$ cat src/hw/rtl/altp_pkg.sv
// ----------------------------------------------------------------------------
// altp_pkg : shared types and constants of the absolute loader tape parser
// Item kinds passed from the front end to the parser, parser phases, status
// codes and the packed result that leaves the parser.
// ----------------------------------------------------------------------------
`default_nettype none

package altp_pkg;

  // Kind of one queued tape transaction, decided by the front end
  typedef enum logic [1:0] {
    KIND_BYTE    = 2'd0,
    KIND_EOT     = 2'd1,
    KIND_RESTART = 2'd2
  } kind_t;

  typedef struct packed {
    kind_t      kind;
    logic [7:0] data;
  } item_t;

  // Parser phases within one tape block
  typedef enum logic [3:0] {
    PH_LEADER = 4'd0,
    PH_SIG_HI = 4'd1,
    PH_LEN_LO = 4'd2,
    PH_LEN_HI = 4'd3,
    PH_ADR_LO = 4'd4,
    PH_ADR_HI = 4'd5,
    PH_DATA   = 4'd6,
    PH_CHECK  = 4'd7,
    PH_HALT   = 4'd8
  } phase_t;

  typedef enum logic [3:0] {
    ST_RUN    = 4'd0,
    ST_DONE   = 4'd1,
    ST_NOSIG  = 4'd2,
    ST_NOHDR  = 4'd3,
    ST_BADLEN = 4'd4,
    ST_ADDR   = 4'd5,
    ST_EARLY  = 4'd6,
    ST_NOCHK  = 4'd7,
    ST_BADCHK = 4'd8
  } status_t;

  typedef struct packed {
    logic        write_valid;
    logic [15:0] write_address;
    logic [7:0]  write_data;
    status_t     status;
    logic [23:0] bytes_loaded;
  } result_t;

  localparam logic [15:0] SIG_WORD   = 16'd1;
  localparam logic [15:0] HEADER_LEN = 16'd6;
  localparam logic [15:0] LEN_LIMIT  = 16'd32768;
  localparam logic [16:0] MEM_MAX    = 17'h10000;
  localparam logic [23:0] COUNT_MAX  = 24'hFFFFFF;

endpackage

`default_nettype wire

$ cat src/hw/rtl/altp_front.sv
// ----------------------------------------------------------------------------
// altp_front : input side of the tape parser
// Accepts tape transactions while the queue has room and classifies each one
// as restart, end of tape or plain byte before queueing it.
// ----------------------------------------------------------------------------
`default_nettype none

module altp_front (
  input  wire logic           in_valid,
  output logic                in_ready,
  input  wire logic [7:0]     tape_byte,
  input  wire logic           end_of_tape,
  input  wire logic           restart,
  input  wire logic           queue_full,
  output logic                push,
  output altp_pkg::item_t     push_item
);

  // Accept whenever the queue can take the transaction
  assign in_ready = !queue_full;
  assign push     = in_valid && !queue_full;

  // Classify: restart wins over end of tape, end of tape over the byte
  always_comb begin
    push_item.data = tape_byte;
    priority if (restart) begin
      push_item.kind = altp_pkg::KIND_RESTART;
    end else if (end_of_tape) begin
      push_item.kind = altp_pkg::KIND_EOT;
    end else begin
      push_item.kind = altp_pkg::KIND_BYTE;
    end
  end

endmodule

`default_nettype wire

$ cat src/hw/rtl/altp_queue.sv
// ----------------------------------------------------------------------------
// altp_queue : short queue between front end and parser
// Register-based FIFO of classified tape transactions; lets either side stall
// without holding up the other.
// ----------------------------------------------------------------------------
`default_nettype none

module altp_queue #(
  parameter int DEPTH = 4
) (
  input  wire logic            clk,
  input  wire logic            rst,
  input  wire logic            push,
  input  wire altp_pkg::item_t push_item,
  input  wire logic            pop,
  output logic                 full,
  output logic                 head_valid,
  output altp_pkg::item_t      head_item
);

  localparam int PtrW = (DEPTH > 1) ? $clog2(DEPTH) : 1;
  localparam int CntW = $clog2(DEPTH + 1);

  altp_pkg::item_t entries [DEPTH];
  logic [PtrW-1:0] wr_ptr;
  logic [PtrW-1:0] rd_ptr;
  logic [CntW-1:0] count;

  assign full       = (count == CntW'(DEPTH));
  assign head_valid = (count != '0);
  assign head_item  = entries[rd_ptr];

  // Store the incoming transaction
  always_ff @(posedge clk) begin
    if (push) begin
      entries[wr_ptr] <= push_item;
    end
  end

  // Advance pointers and occupancy
  always_ff @(posedge clk) begin
    if (rst) begin
      wr_ptr <= '0;
      rd_ptr <= '0;
      count  <= '0;
    end else begin
      if (push) begin
        wr_ptr <= (wr_ptr == PtrW'(DEPTH - 1)) ? '0 : wr_ptr + 1'b1;
      end
      if (pop) begin
        rd_ptr <= (rd_ptr == PtrW'(DEPTH - 1)) ? '0 : rd_ptr + 1'b1;
      end
      unique case ({push, pop})
        2'b10:   count <= count + 1'b1;
        2'b01:   count <= count - 1'b1;
        default: count <= count;
      endcase
    end
  end

endmodule

`default_nettype wire

$ cat src/hw/rtl/altp_back.sv
// ----------------------------------------------------------------------------
// altp_back : block parser and output register
// Runs the absolute loader block state machine on each queued transaction,
// keeps the memory size register and holds one result for the receiver.
// ----------------------------------------------------------------------------
`default_nettype none

module altp_back (
  input  wire logic            clk,
  input  wire logic            rst,
  input  wire logic            cfg_we,
  input  wire logic [16:0]     cfg_wdata,
  input  wire logic            head_valid,
  input  wire altp_pkg::item_t head_item,
  output logic                 pop,
  output logic                 out_valid,
  input  wire logic            out_ready,
  output altp_pkg::result_t    result
);

  logic [16:0]       memory_bytes;
  altp_pkg::phase_t  phase, phase_next;
  logic [7:0]        checksum, checksum_next;
  logic [7:0]        low_hold, low_hold_next;
  logic [15:0]       block_length, block_length_next;
  logic [16:0]       load_address, load_address_next;
  logic [14:0]       remaining, remaining_next;
  logic [23:0]       loaded_count, loaded_count_next;
  altp_pkg::status_t final_status, final_status_next;
  altp_pkg::result_t result_next;
  logic [16:0]       limit;
  logic [7:0]        sum;
  logic              eot;
  logic              wv;

  // Take a transaction when the output register is free or being emptied
  assign pop = head_valid && (!out_valid || out_ready);

  // Memory size register
  always_ff @(posedge clk) begin
    if (rst) begin
      memory_bytes <= altp_pkg::MEM_MAX;
    end else if (cfg_we) begin
      memory_bytes <= cfg_wdata;
    end
  end

  assign limit = (memory_bytes > altp_pkg::MEM_MAX) ? altp_pkg::MEM_MAX : memory_bytes;
  assign sum   = checksum + head_item.data;
  assign eot   = (head_item.kind == altp_pkg::KIND_EOT);

  // Next parser state and result for the transaction at the queue head
  always_comb begin
    phase_next        = phase;
    checksum_next     = checksum;
    low_hold_next     = low_hold;
    block_length_next = block_length;
    load_address_next = load_address;
    remaining_next    = remaining;
    loaded_count_next = loaded_count;
    final_status_next = final_status;
    wv                = 1'b0;

    if (head_item.kind == altp_pkg::KIND_RESTART) begin
      phase_next        = altp_pkg::PH_LEADER;
      checksum_next     = '0;
      low_hold_next     = '0;
      block_length_next = '0;
      load_address_next = '0;
      remaining_next    = '0;
      loaded_count_next = '0;
      final_status_next = altp_pkg::ST_RUN;
    end else begin
      unique case (phase)
        altp_pkg::PH_LEADER: begin
          if (eot) begin
            final_status_next = altp_pkg::ST_DONE;
            phase_next        = altp_pkg::PH_HALT;
          end else if (head_item.data != 8'd0) begin
            checksum_next = head_item.data;
            low_hold_next = head_item.data;
            phase_next    = altp_pkg::PH_SIG_HI;
          end
        end
        altp_pkg::PH_SIG_HI: begin
          if (eot) begin
            final_status_next = altp_pkg::ST_DONE;
            phase_next        = altp_pkg::PH_HALT;
          end else begin
            checksum_next = sum;
            if ({head_item.data, low_hold} != altp_pkg::SIG_WORD) begin
              final_status_next = (loaded_count == '0) ? altp_pkg::ST_NOSIG
                                                       : altp_pkg::ST_DONE;
              phase_next        = altp_pkg::PH_HALT;
            end else begin
              phase_next = altp_pkg::PH_LEN_LO;
            end
          end
        end
        altp_pkg::PH_LEN_LO, altp_pkg::PH_ADR_LO: begin
          if (eot) begin
            final_status_next = altp_pkg::ST_NOHDR;
            phase_next        = altp_pkg::PH_HALT;
          end else begin
            checksum_next = sum;
            low_hold_next = head_item.data;
            phase_next    = (phase == altp_pkg::PH_LEN_LO) ? altp_pkg::PH_LEN_HI
                                                           : altp_pkg::PH_ADR_HI;
          end
        end
        altp_pkg::PH_LEN_HI: begin
          if (eot) begin
            final_status_next = altp_pkg::ST_NOHDR;
            phase_next        = altp_pkg::PH_HALT;
          end else begin
            checksum_next     = sum;
            block_length_next = {head_item.data, low_hold};
            phase_next        = altp_pkg::PH_ADR_LO;
          end
        end
        altp_pkg::PH_ADR_HI: begin
          if (eot) begin
            final_status_next = altp_pkg::ST_NOHDR;
            phase_next        = altp_pkg::PH_HALT;
          end else begin
            checksum_next     = sum;
            load_address_next = {1'b0, head_item.data, low_hold};
            if (block_length < altp_pkg::HEADER_LEN ||
                block_length >= altp_pkg::LEN_LIMIT) begin
              final_status_next = altp_pkg::ST_BADLEN;
              phase_next        = altp_pkg::PH_HALT;
            end else if (block_length == altp_pkg::HEADER_LEN) begin
              final_status_next = altp_pkg::ST_DONE;
              phase_next        = altp_pkg::PH_HALT;
            end else begin
              remaining_next = 15'(block_length - altp_pkg::HEADER_LEN);
              phase_next     = altp_pkg::PH_DATA;
            end
          end
        end
        altp_pkg::PH_DATA: begin
          // Address check goes first, ahead of end of tape
          if (load_address >= limit) begin
            final_status_next = altp_pkg::ST_ADDR;
            phase_next        = altp_pkg::PH_HALT;
          end else if (eot) begin
            final_status_next = altp_pkg::ST_EARLY;
            phase_next        = altp_pkg::PH_HALT;
          end else begin
            wv                = 1'b1;
            checksum_next     = sum;
            load_address_next = load_address + 1'b1;
            if (loaded_count != altp_pkg::COUNT_MAX) begin
              loaded_count_next = loaded_count + 1'b1;
            end
            remaining_next = remaining - 1'b1;
            if (remaining == 15'd1) begin
              phase_next = altp_pkg::PH_CHECK;
            end
          end
        end
        altp_pkg::PH_CHECK: begin
          if (eot) begin
            final_status_next = altp_pkg::ST_NOCHK;
            phase_next        = altp_pkg::PH_HALT;
          end else begin
            checksum_next = sum;
            if (sum != 8'd0) begin
              final_status_next = altp_pkg::ST_BADCHK;
              phase_next        = altp_pkg::PH_HALT;
            end else begin
              phase_next = altp_pkg::PH_LEADER;
            end
          end
        end
        altp_pkg::PH_HALT: begin
          phase_next = altp_pkg::PH_HALT;
        end
        default: begin
          phase_next = altp_pkg::PH_HALT;
        end
      endcase
    end

    result_next.write_valid   = wv;
    result_next.write_address = wv ? load_address[15:0] : 16'd0;
    result_next.write_data    = wv ? head_item.data : 8'd0;
    result_next.status        = final_status_next;
    result_next.bytes_loaded  = loaded_count_next;
  end

  // Parser state register, advanced once per taken transaction
  always_ff @(posedge clk) begin
    if (rst) begin
      phase        <= altp_pkg::PH_LEADER;
      checksum     <= '0;
      low_hold     <= '0;
      block_length <= '0;
      load_address <= '0;
      remaining    <= '0;
      loaded_count <= '0;
      final_status <= altp_pkg::ST_RUN;
    end else if (pop) begin
      phase        <= phase_next;
      checksum     <= checksum_next;
      low_hold     <= low_hold_next;
      block_length <= block_length_next;
      load_address <= load_address_next;
      remaining    <= remaining_next;
      loaded_count <= loaded_count_next;
      final_status <= final_status_next;
    end
  end

  // Output register: load on a take, drop once the receiver has it
  always_ff @(posedge clk) begin
    if (rst) begin
      out_valid <= 1'b0;
    end else if (pop) begin
      out_valid <= 1'b1;
    end else if (out_ready) begin
      out_valid <= 1'b0;
    end
  end

  always_ff @(posedge clk) begin
    if (pop) begin
      result <= result_next;
    end
  end

endmodule

`default_nettype wire

$ cat src/hw/rtl/absolute_loader_tape_parser_core.sv
// ----------------------------------------------------------------------------
// absolute_loader_tape_parser_core : absolute loader paper tape parser
// Parses tape bytes into memory writes, with status and a loaded byte count.
// ----------------------------------------------------------------------------
// Usage:
//   Input channel (in_valid/in_ready) carries one tape transaction: a byte,
//   an end-of-tape flag and a restart flag. Every accepted transaction gives
//   exactly one result on the output channel (out_valid/out_ready): a
//   possible memory write, the current status and the bytes-loaded count.
//   An accepted transaction waits in the queue until the parser takes it
//   from the head; its result is registered and offered from then on. The
//   parser takes one transaction per cycle, an 8-bit checksum add per step,
//   while its output register is free or being emptied by the receiver.
//   A queue of QUEUE_DEPTH entries sits between the input stage and the
//   parser. When the receiver stalls the parser holds its result and the
//   queue fills; in_ready falls only once the queue is full.
//   cfg_we/cfg_wdata write the memory size; write it only while idle.
//   Reset empties the queue and the output register, puts the parser at the
//   start of the leader with a zero count and sets the memory size to 65536.
// ----------------------------------------------------------------------------
`default_nettype none

module absolute_loader_tape_parser_core #(
  parameter int QUEUE_DEPTH = 4
) (
  input  wire logic        clk,
  input  wire logic        rst,
  input  wire logic        cfg_we,
  input  wire logic [16:0] cfg_wdata,
  input  wire logic        in_valid,
  output logic             in_ready,
  input  wire logic [7:0]  tape_byte,
  input  wire logic        end_of_tape,
  input  wire logic        restart,
  output logic             out_valid,
  input  wire logic        out_ready,
  output logic             write_valid,
  output logic [15:0]      write_address,
  output logic [7:0]       write_data,
  output logic [3:0]       status,
  output logic [23:0]      bytes_loaded
);

  logic              queue_full;
  logic              push;
  altp_pkg::item_t   push_item;
  logic              pop;
  logic              head_valid;
  altp_pkg::item_t   head_item;
  altp_pkg::result_t result;

  altp_front u_front (
    .in_valid    (in_valid),
    .in_ready    (in_ready),
    .tape_byte   (tape_byte),
    .end_of_tape (end_of_tape),
    .restart     (restart),
    .queue_full  (queue_full),
    .push        (push),
    .push_item   (push_item)
  );

  altp_queue #(
    .DEPTH (QUEUE_DEPTH)
  ) u_queue (
    .clk        (clk),
    .rst        (rst),
    .push       (push),
    .push_item  (push_item),
    .pop        (pop),
    .full       (queue_full),
    .head_valid (head_valid),
    .head_item  (head_item)
  );

  altp_back u_back (
    .clk        (clk),
    .rst        (rst),
    .cfg_we     (cfg_we),
    .cfg_wdata  (cfg_wdata),
    .head_valid (head_valid),
    .head_item  (head_item),
    .pop        (pop),
    .out_valid  (out_valid),
    .out_ready  (out_ready),
    .result     (result)
  );

  assign write_valid   = result.write_valid;
  assign write_address = result.write_address;
  assign write_data    = result.write_data;
  assign status        = result.status;
  assign bytes_loaded  = result.bytes_loaded;

  // A store only happens while the parser is still running
  a_write_running : assert property (@(posedge clk) disable iff (rst)
    out_valid && write_valid |-> status == altp_pkg::ST_RUN)
    else $error("memory write offered with a final status");

  // Address and data are zero when there is no store
  a_idle_payload : assert property (@(posedge clk) disable iff (rst)
    out_valid && !write_valid |-> write_address == 16'd0 && write_data == 8'd0)
    else $error("write payload not cleared without a store");

  // The parser never takes a transaction from an empty queue
  a_pop_nonempty : assert property (@(posedge clk) disable iff (rst)
    pop |-> head_valid)
    else $error("parser took from an empty queue");

  // Nothing is offered in the cycle after reset
  a_reset_empty : assert property (@(posedge clk)
    $past(rst) |-> !out_valid)
    else $error("result offered straight after reset");

endmodule

`default_nettype wire
$ cat config.mk
export PLATFORM = sky130hd
export DESIGN_NAME = absolute_loader_tape_parser_core
export DESIGN_NICKNAME = d
export VERILOG_FILES = /design/src/hw/rtl/altp_pkg.sv /design/src/hw/rtl/altp_front.sv /design/src/hw/rtl/altp_queue.sv /design/src/hw/rtl/altp_back.sv /design/src/hw/rtl/absolute_loader_tape_parser_core.sv
export SDC_FILE = /design/constraint.sdc
export NUM_CORES = 1
export LEC_CHECK = 0
export ABC_AREA = 1
export BUFFER_PORTS_ARGS = -buffer_cell sky130_fd_sc_hd__clkbuf_2
export CAP_MARGIN = 10
export CELL_PAD_IN_SITES_DETAIL_PLACEMENT = 1
export CELL_PAD_IN_SITES_GLOBAL_PLACEMENT = 1
export CORE_MARGIN = 2
export CORE_UTILIZATION = 44
export CTS_BUF_LIST = sky130_fd_sc_hd__clkbuf_16
export CTS_CLUSTER_SIZE = 28
export DETAILED_ROUTE_END_ITERATION = 6
export MAX_ROUTING_LAYER = met4
export PLACE_DENSITY_LB_ADDON = 0.3
export REMOVE_ABC_BUFFERS = 1
export SLEW_MARGIN = 20
export SYNTH_ARGS = -nofsm -noshare
export SYNTH_HDL_FRONTEND = slang
export SYNTH_HIERARCHICAL = 1
export SYNTH_SLANG_ARGS = --single-unit
$ cat constraint.sdc
create_clock -name clk -period 5.7 [get_ports clk]
set_input_delay 1.425 -clock clk [delete_from_list [all_inputs] [get_ports clk]]
set_output_delay 1.425 -clock clk [all_outputs]
set_load 0.02 [all_outputs]
==> results of run 1 <==
-- registers in the layout (all words and copies together), names as in the netlist, 3 cells and up, named ones only --
name,flops
u_back/result,53
u_queue/entries,40
u_back/loaded_count,24
u_back/load_address,17
u_back/memory_bytes,17
u_back/block_length,16
u_back/remaining,15
u_back/checksum,8
u_back/low_hold,8
u_back/final_status,4
u_back/phase,4
u_queue/count,3
-- area by class of cell --
| type | count | area share (%) |
|---|---|---|
| clock buffer | 25 | 4.62 |
| tap | 341 | 3.15 |
| clock inverter | 21 | 1.55 |
| inverter | 229 | 6.37 |
| timing repair buffer | 94 | 3.62 |
| multi-input combinational | 1123 | 41.9 |
| sequential | 216 | 38.8 |
-- where the power goes --
group	switching [mW]	internal [mW]
logic	3.13	1.32
clock network	0.678	0.945
registers	0.413	2.23
total	4.22	4.50
-- layer usage --
layer	track usage, %	vias up
met4	8.51	0
met3	3.33	77
met5	-	-
met2	42.4	228
li1	-	5494
met1	31.5	5273
-- worst paths after layout --
check	slack [ns]	end	start	depth (start not counted)
worst max register to register	1.29	u_back/remaining[8]$_SDFFE_PP0P_	u_back/memory_bytes[12]$_SDFFE_PP0P_	19
worst max-delay path	1.29	u_back/remaining[8]$_SDFFE_PP0P_	u_back/memory_bytes[12]$_SDFFE_PP0P_	19
worst min-delay path	0.50	u_back/phase[0]$_SDFFE_PP0P_	u_back/phase[0]$_SDFFE_PP0P_	2
worst min register to register	0.50	u_back/phase[0]$_SDFFE_PP0P_	u_back/phase[0]$_SDFFE_PP0P_	2
-- tightest hold or removal path, stage by stage, from the launching register on --
cell and delay [ns]:
dfxtp_1 0.33, nand2_1 0.07, a21oi_1 0.05
-- cell usage in the layout (no fill, tap or decap), types with 2 or more instances in the layout --
master,n
a211oi_1,17
a21oi_1,104
a21oi_2,10
a22oi_1,2
a31oi_1,3
buf_4,8
bufinv_16,3
clkbuf_16,25
clkbuf_2,86
clkinv_1,3
clkinv_2,7
clkinvlp_4,6
dfxtp_1,123
edfxtp_1,93
fa_1,2
ha_1,39
inv_1,218
inv_2,10
nand2_1,330
nand2_2,2
nand2_4,2
nand3_1,121
nand3b_1,3
nand4_1,25
nor2_1,234
nor2_2,6
nor2_4,3
nor3_1,18
nor3_2,2
nor4_1,4
o211ai_1,15
o21ai_0,100
o21ai_1,22
o22ai_1,18
or2_2,3
xnor2_1,4
xor2_1,14
-- kinds of logic after synthesis --
family                     Yosys count  share of synthesized area (%)
DFF                                216                           43.3
adders and majority gates           41                           4.35
buffers and inverters              295                           9.99
xor gates and xnor gates            18                           1.30
AOI/OAI and AO/OA                  301                           14.0
and+or+nand+nor                    763                           27.0
==> impl_metrics.ini, run 1 <==
[outcome]
outcome = finished clean

[synth]
ys_types = 57
yosys_warnings = 6
ys_seq_elements = 216
syn_area_per_cell_um2 = 7.43
yosysSeqAreaShare_pct = 43.3
synth_cells = 1634
synth-main-ff-cell = dfxtp_1
synth_top_area_share_pct = 23.0
syn_area_um2 = 12100
synth_top_area_cell = edfxtp_1
synth_edf_count = 93
ys_top_cells_by_count = nand2_1, nor2_1, inv_1
synth_most_common_cell = nand2_1
synthTopCellsByArea = edfxtp_1, dfxtp_1, nand2_1, nor2_1, inv_1
synthArstFlopShare_pct = 0

[drt]
drt_iter0_drc = 569
wl_met2_um = 16900
detail-route-antenna-nets = 0
drcViolationCount = 0
top_layer_used = met4
routed_wl_um = 35500
via_per_inst = 5.40
firstDrtPassIters = 5
routed-wl-met3_um = 1450
num_vias = 11100
wl_per_cell_um = 17.3
wl_met1_um = 16000

[setup_path]
crit_buf_inv = 2
crit_fanout = 21
cp_top_family = simple AND/OR/NAND/NOR gates
max_stage_delay_ns = 0.52
cp.required_ns = 6.17
crit_top_cell = nand2_1
slowest_stage = or4_1
critPathCaptureType = register
path_cells = or4_1 > nor3_1 > nand4_1 > nand2_1 > nand2_1 > ha_1 > nand2_1 > nand2_1 > nand2_1 > nand2_1 > a21oi_1 > nand4_4 > nand3_1 > nand2_2 > inv_2 > nand2_4 > inv_2 > nand2_1 > a21oi_1
critPathKind = reg2reg
start_kind = register
crit_arrival_ns = 4.88

[global_route]
antenna_found_initial = 0
grt_usage_pct = 25.3
grt_pass1_wl_um = 57100
grt.overflow.total = 0
grt_max_degree = 63
grt_pass1_vias = 11200

[timing]
rsz0062_at_grt = false
tightest_slew_ns = 0.981
clock_skew_ns = 0.00972
max_slew_margin_pct = 34.4
final.setup.tns_ns = 0
period_share_pct = 77.4
max_freq_mhz = 227
min_period_ns = 4.41
final-hold-violation-count = 0
fin_ws_ns = 1.29
slew_violations = 0
final-setup-viol-count = 0
hold_ws_ns = 0.495

[pwr]
power.leakage_nw = 6.14
p_per_area_nw_per_um2 = 644
ir_drop_mv = 0.455
p_total_mw = 8.72

[cts]
cts.sinks = 216
cts_setup_buffers = 0
path_clk_slew_ns = 0.06
cts_resized = 0
htree_levels = 1
hold_buffers = 0
cts-root-buf = clkbuf_16
cts_tree = yes
numCtsBuffers = 25
clk_latency_ns = 0.55
cts-root-to-sink-buffers = 3

[final_layout]
fillCellCount = 3463
fin_util_pct = 50.1
antenna_cells = 0
fin_nets = 1762
final_area_um2 = 13500
multi_input_area_um2 = 5670
final-seq-area_um2 = 5260
fin_cells = 2049
layout-drive-gt1-share_pct = 10.9
syn_to_final_growth_pct = 11.6

[die]
die_w_um = 170
io_pins = 87
rows = 60
dieHeight_um = 170
die_area_um2 = 28900
start_util_pct = 44.9
core_um2 = 27000

[placed_design]
hpwl_um = 25300
post_dp_cell_area_um2 = 12700
dp_cells = 2003
place.gp.congestion = 0.877
port_buffers = 86
post-place-ws_ns = 1.34

[hold_path]
worst_hold_path_type = reg2reg

[job]
cap_viol_max_count = 0
No activity file was read; power rests on OpenSTA's default activity.
==> run 2, diff against run 1 <==
ABC_AREA = 0   (was 1)
clock period = 4.4 ns   (was 5.7 ns; I/O delays follow)
==> run 2 against run 1 <==
Hold slack lost 0.022 ns. Clock power grew 40%. Flip-flop and latch count unchanged. Maximum frequency grew 14%. Sequential power is 15% higher. Design area shrank 3.2%. Non-clock buffer count increased by 15. Register-to-register slack worse by 0.74 ns. Core utilization rose by 0.48 points. Count of clock-buffer cells in the layout unchanged. Critical path type unchanged. Largest cell class unchanged. Highest routed layer unchanged.
==> impl_metrics.ini, run 2 <==
[global_route]
grt_max_degree = 83
antenna_found_initial = 1
grt_pass1_wl_um = 53400
top_usage_layer = met2
grt_usage_pct = 24.3
grt_util_met3_pct = 3.05
grtUsageMet2_pct = 41.2
grt.overflow.total = 0
grt_use_met1_pct = 30.1
grt_pass1_vias = 9955

[synth]
syn_area_per_cell_um2 = 9.36
synth_top_area_share_pct = 24.2
synth_most_common_cell = nor2_1
synthXorXnorAreaFrac_pct = 3.56
yosysSeqAreaShare_pct = 45.5
ys_seq_elements = 216
synth_simple_gate_area_share_pct = 20.9
ys_types = 79
synthTopCellsByArea = edfxtp_1, dfxtp_1, mux2i_1, nor2_1, ha_1
synthAdderAreaFrac_pct = 4.57
ys_top_cells_by_count = nor2_1, dfxtp_1, a21oi_1, nand2_1, edfxtp_1
synth-main-ff-cell = dfxtp_1
synth_top_family_by_area = simple AND/OR/NAND/NOR gates
synth_edf_count = 93
synth_cells = 1234
synth_compound_area_share_pct = 14.8
synthArstFlopShare_pct = 0
syn_area_um2 = 11600
synth_top_area_cell = edfxtp_1
muxShareOfSynthArea_pct = 6.28
yosys_warnings = 6

[timing]
final-hold-violation-count = 0
final.setup.tns_ns = 0
clock_skew_ns = 0.00918
tightest_slew_ns = 0.913
slew_violations = 0
max_freq_mhz = 259
rsz0062_at_grt = false
period_share_pct = 87.6
min_period_ns = 3.86
max_slew_margin_pct = 39.1
final-setup-viol-count = 0

[cts]
cts_resized = 0
cts-root-buf = clkbuf_16
htree_levels = 1
numCtsBuffers = 25
cts-root-to-sink-buffers = 3
clk_latency_ns = 0.53
cts.sinks = 216
path_clk_slew_ns = 0.06
cts_setup_buffers = 0
hold_buffers = 0
cts_tree = yes

[final_layout]
layout-drive-gt1-share_pct = 14.4
fin_nets = 1355
top_register = u_back/result
mostFrequentLayoutCell = nor2_1
syn_to_final_growth_pct = 13.4
mostFrequentLayoutCells = nor2_1, dfxtp_1, nand2_1, a21oi_1, edfxtp_1
reg_top3 = u_back/result: 53 flops, u_queue/entries: 40 flops, u_back/loaded_count: 24 flops
largest_register_ff_count = 53
fin_util_pct = 50.6

[setup_path]
crit_top_cell = a21oi_1
critPathKind = reg2reg
crit_fanout = 10
critPathCaptureType = register
crit_arrival_ns = 4.31
max_stage_delay_ns = 0.54
slowest_stage = nor4_4
start_kind = register
path_cells = nor4_1 > a41o_1 > nand2_1 > ha_1 > a21oi_1 > o21ai_0 > a21oi_1 > nor2_1 > nor4_4 > buf_4 > nand3_1 > or3_1 > a21oi_1
cp.required_ns = 4.86

[drt]
detail-route-antenna-nets = 0
firstDrtPassIters = 5
drt_iter0_drc = 636
routed_wl_um = 33000
wl_per_cell_um = 20.2
drcViolationCount = 0
num_vias = 9626
via_per_inst = 5.88

[hold_path]
worst_hold_path_type = reg2reg

[job]
cap_viol_max_count = 0

[outcome]
outcome = finished clean

[die]
core_um2 = 25900
die_w_um = 166
start_util_pct = 44.6
rows = 59
io_pins = 87
dieHeight_um = 166
die_area_um2 = 27600

[placed_design]
hpwl_um = 23000
place.gp.congestion = 0.904
port_buffers = 86

[pwr]
power.leakage_nw = 5.01
p_per_area_nw_per_um2 = 690
ir_drop_mv = 0.600
[run 2: changes by cell type in the layout (fill, tap and decap cells not counted), sizes merged, moves of 15 or more]
cell,change
or3,+26
mux2i,+50
nand2,-239
a21oi,-20
inv,-198
o21ai,-60
nor4,+20
a31oi,+21
nand3,-66
xor2,+15
nor2,-111
and2,+22
buf,+16
[run 2: layout make-up]
type / count / area (um^2)
Antenna cell: 1 / 2.50
Clock buffer: 25 / 626
Clock inverter: 21 / 267
Fill cell: 2947 / 12800
Inverter: 31 / 116
Multi-Input combinational cell: 899 / 5820
Sequential cell: 216 / 5260
Tap cell: 335 / 419
Timing Repair Buffer: 109 / 606
[run 2: where the power goes]
group / switching, mW / total (mW) / internal [mW]
Clock: 0.867 / 2.26 / 1.39
Sequential: 0.364 / 3.04 / 2.67
Combinational: 2.42 / 3.75 / 1.33
[run 2: cells by family after synthesis]
| group | Yosys count |
|---|---|
| AO/OA/AOI/OAI | 273 |
| flip-flops | 216 |
| adder cells (fa/ha/maj) | 41 |
| AND/OR/NAND/NOR | 478 |
| buffers and inverters | 119 |
| multiplexers | 60 |
| XOR/XNOR | 47 |
[run 2: final timing paths]
| path | depth (start not counted) | endpoint | from | slack [ns] |
|---|---|---|---|---|
| setup / recovery | 13 | u_back/loaded_count[12]$_SDFFE_PP0P_ | u_back/memory_bytes[0]$_SDFFE_PP0P_ | 0.54 |
| hold / removal | 2 | u_back/final_status[3]$_SDFFE_PP0P_ | u_back/final_status[3]$_SDFFE_PP0P_ | 0.47 |
| setup reg to reg | 13 | u_back/loaded_count[12]$_SDFFE_PP0P_ | u_back/memory_bytes[0]$_SDFFE_PP0P_ | 0.54 |
| hold reg to reg | 2 | u_back/final_status[3]$_SDFFE_PP0P_ | u_back/final_status[3]$_SDFFE_PP0P_ | 0.47 |
[run 2: per-stage QoR]
stage	instances	power [mW]	worst slack (ns)	hold slack, ns	cell area (um^2)
after floorplan	1146	5.54	-1.37	0.441	11200
after global placement	1590	6.71	0.689	0.454	12200
after detailed placement	1590	6.81	0.624	0.467	12200
after CTS	1636	9.11	0.566	0.474	13100
after global routing	1637	9.58	0.171	0.499	13100
final	1637	9.05	0.545	0.473	13100
[run 2: worst max-delay path, delay by kind of cell, from the launching register on]
| kind | cells | cell delay (ns) |
|---|---|---|
| compound gates | 5 | 1.12 |
| simple gates | 6 | 1.75 |
| flops | 1 | 0.33 |
| fa+ha+maj | 1 | 0.31 |
| buf+inv | 1 | 0.26 |
[run 2: per-layer routing]
metal  routed length (um)  vias to the layer above
li1                     -                     4620
met1                14500                     4727
met2                16000                      206
met3                 1340                       73
met4                 1100                        0
met5                    0                        -
